### src/rtl/core/assert_macros.svh
// Assertion macros used by the top-level RTL file
`ifndef ASSERT_MACROS_SVH
`define ASSERT_MACROS_SVH
// implication checked on every rising clock edge outside reset
`define ASSERT_IMPL(label, clk, rstn, ante, cons, msg) \
    label: assert property (@(posedge clk) disable iff (!rstn) (ante) |-> (cons)) \
        else $error(msg);
// next-cycle implication checked outside reset
`define ASSERT_NEXT(label, clk, rstn, ante, cons, msg) \
    label: assert property (@(posedge clk) disable iff (!rstn) (ante) |=> (cons)) \
        else $error(msg);
`endif

### src/rtl/core/cpu8_pkg.sv
// Types and constants for the 8-bit opcode execute block
package cpu8_pkg;
    localparam logic [1:0] CMD_EXEC  = 2'd0;
    localparam logic [1:0] CMD_WRITE = 2'd1;
    localparam logic [1:0] CMD_READ  = 2'd2;

    localparam logic [7:0] FLAG_Z = 8'h80;
    localparam logic [7:0] FLAG_H = 8'h20;
    localparam logic [7:0] FLAG_C = 8'h10;
    localparam logic [7:0] FLAG_C_CLR = 8'hEF;

    typedef struct packed {
        logic [1:0]  cmd;
        logic [7:0]  opcode;
        logic [15:0] mem_addr;
        logic [7:0]  mem_data;
    } in_word_t;

    typedef struct packed {
        logic [7:0]  reg_a;
        logic [7:0]  reg_b;
        logic [7:0]  reg_c;
        logic [7:0]  reg_d;
        logic [7:0]  reg_e;
        logic [7:0]  reg_h;
        logic [7:0]  reg_l;
        logic [7:0]  flag_bits;
        logic [15:0] prog_counter;
        logic [15:0] stack_ptr;
        logic [1:0]  m_cycles;
        logic [7:0]  read_byte;
    } out_word_t;

    // instruction classes decided by the front end
    typedef enum logic [3:0] {
        CL_NONE, CL_NOP, CL_LD_RR, CL_LD_R_HL, CL_INCDEC8, CL_INCDEC_HL,
        CL_LD_R_IMM, CL_LD_HL_IMM, CL_LD16_IMM, CL_INCDEC16, CL_ADD_HL,
        CL_ST_A, CL_LD_A, CL_ALU_A, CL_ST_SP, CL_JR
    } op_class_t;

    typedef struct packed {
        logic [1:0]  cmd;
        op_class_t   cls;
        logic [7:0]  opcode;
        logic [15:0] mem_addr;
        logic [7:0]  mem_data;
    } dec_word_t;

    // register-file slot for a 3-bit register code; A is slot 0
    function automatic logic [2:0] slot_of(input logic [2:0] code);
        case (code)
            3'd0: slot_of = 3'd1;
            3'd1: slot_of = 3'd2;
            3'd2: slot_of = 3'd3;
            3'd3: slot_of = 3'd4;
            3'd4: slot_of = 3'd5;
            3'd5: slot_of = 3'd6;
            default: slot_of = 3'd0;
        endcase
    endfunction
endpackage

### src/rtl/core/cpu8_front.sv
// Front end: accepts words, classifies opcodes, holds a two-entry queue
module cpu8_front (
    input  logic                aclk,
    input  logic                aresetn,
    input  logic                s_valid,
    output logic                s_ready,
    input  cpu8_pkg::in_word_t  s_data,
    output logic                q_valid,
    input  logic                q_ready,
    output cpu8_pkg::dec_word_t q_data
);
    import cpu8_pkg::*;

    dec_word_t  q_reg [2];
    logic       wp_reg, rp_reg;
    logic [1:0] cnt_reg;
    op_class_t  cls;
    logic [7:0] op;
    logic       push, pop;

    assign op = s_data.opcode;

    always_comb begin
        cls = CL_NONE;
        if (op >= 8'h60) begin
            cls = CL_NONE;
        end else if (op >= 8'h40) begin
            cls = (op[2:0] == 3'd6) ? CL_LD_R_HL : CL_LD_RR;
        end else if (op[2:1] == 2'b10) begin
            cls = (op[5:3] == 3'd6) ? CL_INCDEC_HL : CL_INCDEC8;
        end else if (op[2:0] == 3'd6) begin
            cls = (op[5:3] == 3'd6) ? CL_LD_HL_IMM : CL_LD_R_IMM;
        end else if (op[3:0] == 4'h1) begin
            cls = CL_LD16_IMM;
        end else if (op[3:0] == 4'h3 || op[3:0] == 4'hB) begin
            cls = CL_INCDEC16;
        end else if (op[3:0] == 4'h9) begin
            cls = CL_ADD_HL;
        end else begin
            case (op)
                8'h00: cls = CL_NOP;
                8'h02, 8'h12, 8'h22, 8'h32: cls = CL_ST_A;
                8'h0A, 8'h1A, 8'h2A, 8'h3A: cls = CL_LD_A;
                8'h07, 8'h0F, 8'h17, 8'h1F, 8'h27, 8'h2F, 8'h37, 8'h3F: cls = CL_ALU_A;
                8'h08: cls = CL_ST_SP;
                8'h18, 8'h20, 8'h28, 8'h30, 8'h38: cls = CL_JR;
                default: cls = CL_NONE;
            endcase
        end
    end

    assign s_ready = (cnt_reg != 2'd2);
    assign q_valid = (cnt_reg != 2'd0);
    assign q_data  = q_reg[rp_reg];
    assign push    = s_valid && s_ready;
    assign pop     = q_valid && q_ready;

    always_ff @(posedge aclk) begin
        if (push) begin
            q_reg[wp_reg] <= '{cmd: s_data.cmd, cls: cls, opcode: op,
                               mem_addr: s_data.mem_addr, mem_data: s_data.mem_data};
        end
    end

    always_ff @(posedge aclk) begin
        if (!aresetn) begin
            wp_reg  <= 1'b0;
            rp_reg  <= 1'b0;
            cnt_reg <= 2'd0;
        end else begin
            if (push) wp_reg <= ~wp_reg;
            if (pop) rp_reg <= ~rp_reg;
            cnt_reg <= cnt_reg + {1'b0, push} - {1'b0, pop};
        end
    end
endmodule

### config.mk
export PLATFORM = sky130hd
export DESIGN_NAME = cpu8_front
export DESIGN_NICKNAME = d
export VERILOG_FILES = /design/src/rtl/core/assert_macros.svh /design/src/rtl/core/cpu8_pkg.sv /design/src/rtl/core/cpu8_front.sv
export SDC_FILE = /design/constraint.sdc
export NUM_CORES = 1
export LEC_CHECK = 0
export BUFFER_PORTS_ARGS = -buffer_cell sky130_fd_sc_hd__buf_2
export CAP_MARGIN = 30
export CORE_UTILIZATION = 52
export CTS_CLUSTER_DIAMETER = 80
export DETAILED_ROUTE_END_ITERATION = 10
export PLACE_DENSITY = 0.78
export SYNTH_ARGS = -nofsm -noshare
export SYNTH_HDL_FRONTEND = slang
export SYNTH_SLANG_ARGS = --single-unit
### constraint.sdc
create_clock -name aclk -period 2.8 [get_ports aclk]
set_input_delay 0.14 -clock aclk [delete_from_list [all_inputs] [get_ports aclk]]
set_output_delay 0.14 -clock aclk [all_outputs]
set_load 0.05 [all_outputs]
==> run metrics <==
Cell Area, Synth 3110 um^2; Main synth FF type edfxtp_1; largest family of logic cells by synthesized area multiplexers; drt wl/cell between 15 and 20 um; Final TNS setup 0 ps; FFs w/ async S/R, synth 0; Routed WL 5530 um; Commonest cells post-synth edfxtp_1, mux2_2, dfxtp_1, xnor2_1; FP Rows 27; synth warn 0; Yosys top cell by area edfxtp_1; initial antenna violation count 0; Via Count 1792; DR pass1 iterations 4; Setup-failing EPs final 0; crit path max fanout 38; max-cap violations 0; H-tree lvl count 3; worst hold start s_data[1]; CTS tree built; vias in the first global route 1818; post-synthesis compound-gate area fraction 0.0286; slowest cell delay on critical path 930 ps; root buffer cell clkbuf_8; Seq. cell area 2380 um^2; PwrDens 964 nW/um^2; total power 0.00389 W; CP endpoint kind output port; Vert. Die Dim 79.3 um; max reg flops 76; FMAX 486 MHz; max-slew violations 0; maximum clock insertion buffer count 2; share of layout cells above drive strength 1 0.475; Worst EP required 2660 ps; Critical Path Source Type flop; Leak 1.52 nW; area of the multi-input gates between 600 and 700 um^2; total congestion overflow 0; first-pass GRT wire length 8600 um; Synth Net Count 205; Post-Synth Adder-Cell Area 0.00805; worst-margin pin slew 913 ps; Final ANT Viol Nets 0; Yosys top cell area share 0.734; largest net degree at the start of global routing 39; peak supply drop 569 uV; WP data arrival 1920 ps; top-count cell post-synth edfxtp_1; Synth-to-Final Area Change 30.0%; Post-Synth XOR/XNOR Area 0.0141; Min Hold Slack 25.0 ps; Buf+Inv Stages, Crit Path 1; Final nets 315; crit path max-delay cell type dfxtp_2; Final Skew 5.83 ps; status finished clean; Final period util 0.735; syn_area_per_cell around 19 um^2; CTS Buf Count 9; GPL Wtd Cong ~0.75; Reg2Reg Launch Point cnt_reg[1]$_SDFF_PN0_; number of flops mapped to enable cells by yosys 76; I/O pin cnt just under 80; Synth Register Bits 81; DRT iter0 DRCs 70; Seq/Total Area, Yosys 0.767; Die Area around 6300 um^2; Netlist cell types 27; Clk Latency, worst-skew pair 330 ps; Syn Inst Count 165; Vias/cell approximately 5.1; critical-path cell list mux2_2 -> buf_2; PortBufs 77; overall routing resource usage 0.191; Worst-path clk slew 80 ps; Top delay family on crit path flip-flops; dpl hpwl between 3000 and 4000 um; Min Clock Period, post-route 2060 ps; Hold WC Path Type input port to flop; kind of critical path flop to output port; core box area 5640 um^2; post-synthesis mux area share 0.138; Post-Synth Simple-Gate Area 0.0306; Rel. slew slack 0.391; initial core utilization 0.551; drt drc 0; Diodes inserted 0; Fillers 369; clock sink count 81; main area contributors after synthesis edfxtp_1, mux2_2, dfxtp_1; die width around 79 um; RSZ-0062 raised after global routing false; Fin. Hold Viols 0
## kinds of logic after synthesis
group                    after synthesis
AND/OR/NAND/NOR                       17
adder cells (fa/ha/maj)                2
buffers and inverters                  9
flip-flops                            81
multiplexers                          38
XOR/XNOR                               5
AO/OA/AOI/OAI                         13
## timing repair
action / 4_1_cts / 5_1_grt
gates resized for setup: 0 / 0
setup buffers: 0 / 0
hold endpoints to repair: 50 / 0
hold buffers: 25 / 0
## layout make-up
| class | count | share of cell area |
|---|---|---|
| Sequential cell | 81 | 0.590 |
| Multi-Input combinational cell | 75 | 0.171 |
| Timing Repair Buffer | 104 | 0.161 |
| Clock buffer | 10 | 0.0316 |
| Tap cell | 72 | 0.0223 |
| Clock inverter | 6 | 0.0204 |
| Inverter | 4 | 0.00372 |
## path summary, 6_finish.rpt
kind / endpoint / slack (ps) / depth (start not counted)
hold reg to reg: flop / 580 / 2
hold / removal: q_reg[1][1]$_DFFE_PP_ / 20 / 1
setup reg to reg: cnt_reg[1]$_SDFF_PN0_ / 1060 / 8
setup / recovery: q_data[26] / 740 / 2
## report_power, final
part / switching [W] / internal [W] / total [W]
sequential: 0.000118 / 0.00154 / 0.00166
combinational: 0.000939 / 0.000411 / 0.00135
clock: 0.000391 / 0.000497 / 0.000888
total: 0.00145 / 0.00245 / 0.00389
## per-stage QoR
step | area (um^2) | utilization | setup slack (ps) | cells
floorplan | 3110 | - | 379 | 165
global placement | 3580 | 0.634 | 1070 | 311
detailed placement | 3580 | 0.634 | 1060 | 311
CTS | 4040 | 0.716 | 717 | 352
global route | 4040 | 0.716 | 630 | 352
finish | 4040 | 0.716 | 743 | 352
## cell usage in the layout (no fill, tap or decap)
| cell type | synthesis | final |
|---|---|---|
| nor2_1 | 2 | 1 |
| inv_1 | 4 | 4 |
| clkinv_1 | 0 | 2 |
| dfxtp_1 | 5 | 4 |
| or2_1 | 1 | 1 |
| dfxtp_2 | 0 | 1 |
| o21ai_0 | 2 | 2 |
| o41ai_1 | 1 | 1 |
| a21oi_1 | 4 | 4 |
| o21a_1 | 2 | 2 |
| and3_2 | 0 | 1 |
| o211ai_1 | 1 | 1 |
| edfxtp_1 | 76 | 76 |
| mux2_2 | 38 | 38 |
| dlygate4sd3_1 | 0 | 25 |
| nand2b_1 | 1 | 1 |
| and2_1 | 4 | 4 |
| bufinv_16 | 0 | 2 |
| a32o_1 | 1 | 1 |
| or2b_1 | 1 | 1 |
| clkbuf_1 | 0 | 1 |
| nand2_1 | 2 | 2 |
| nor2b_1 | 2 | 2 |
| nor3_1 | 1 | 1 |
| a211oi_1 | 1 | 1 |
| buf_4 | 2 | 2 |
| buf_2 | 3 | 77 |
| xnor2_1 | 5 | 5 |
| nand3_1 | 1 | 1 |
| nor2_4 | 0 | 1 |
| ha_1 | 2 | 2 |
| nor4_1 | 1 | 1 |
| clkinvlp_4 | 0 | 2 |
| o311a_1 | 1 | 1 |
| clkbuf_8 | 0 | 9 |
## layer usage
layer | share of wire | global-route usage | wire (um) | vias to the layer above
met5 | 0 | 0 | 0 | -
met3 | 0.028 | 0.0322 | 156 | 10
met4 | 0.022 | 0.113 | 121 | 0
met1 | 0.39 | 0.213 | 2180 | 873
met2 | 0.56 | 0.342 | 3080 | 51
li1 | - | - | - | 858
No activity file was read; power rests on OpenSTA's default activity.
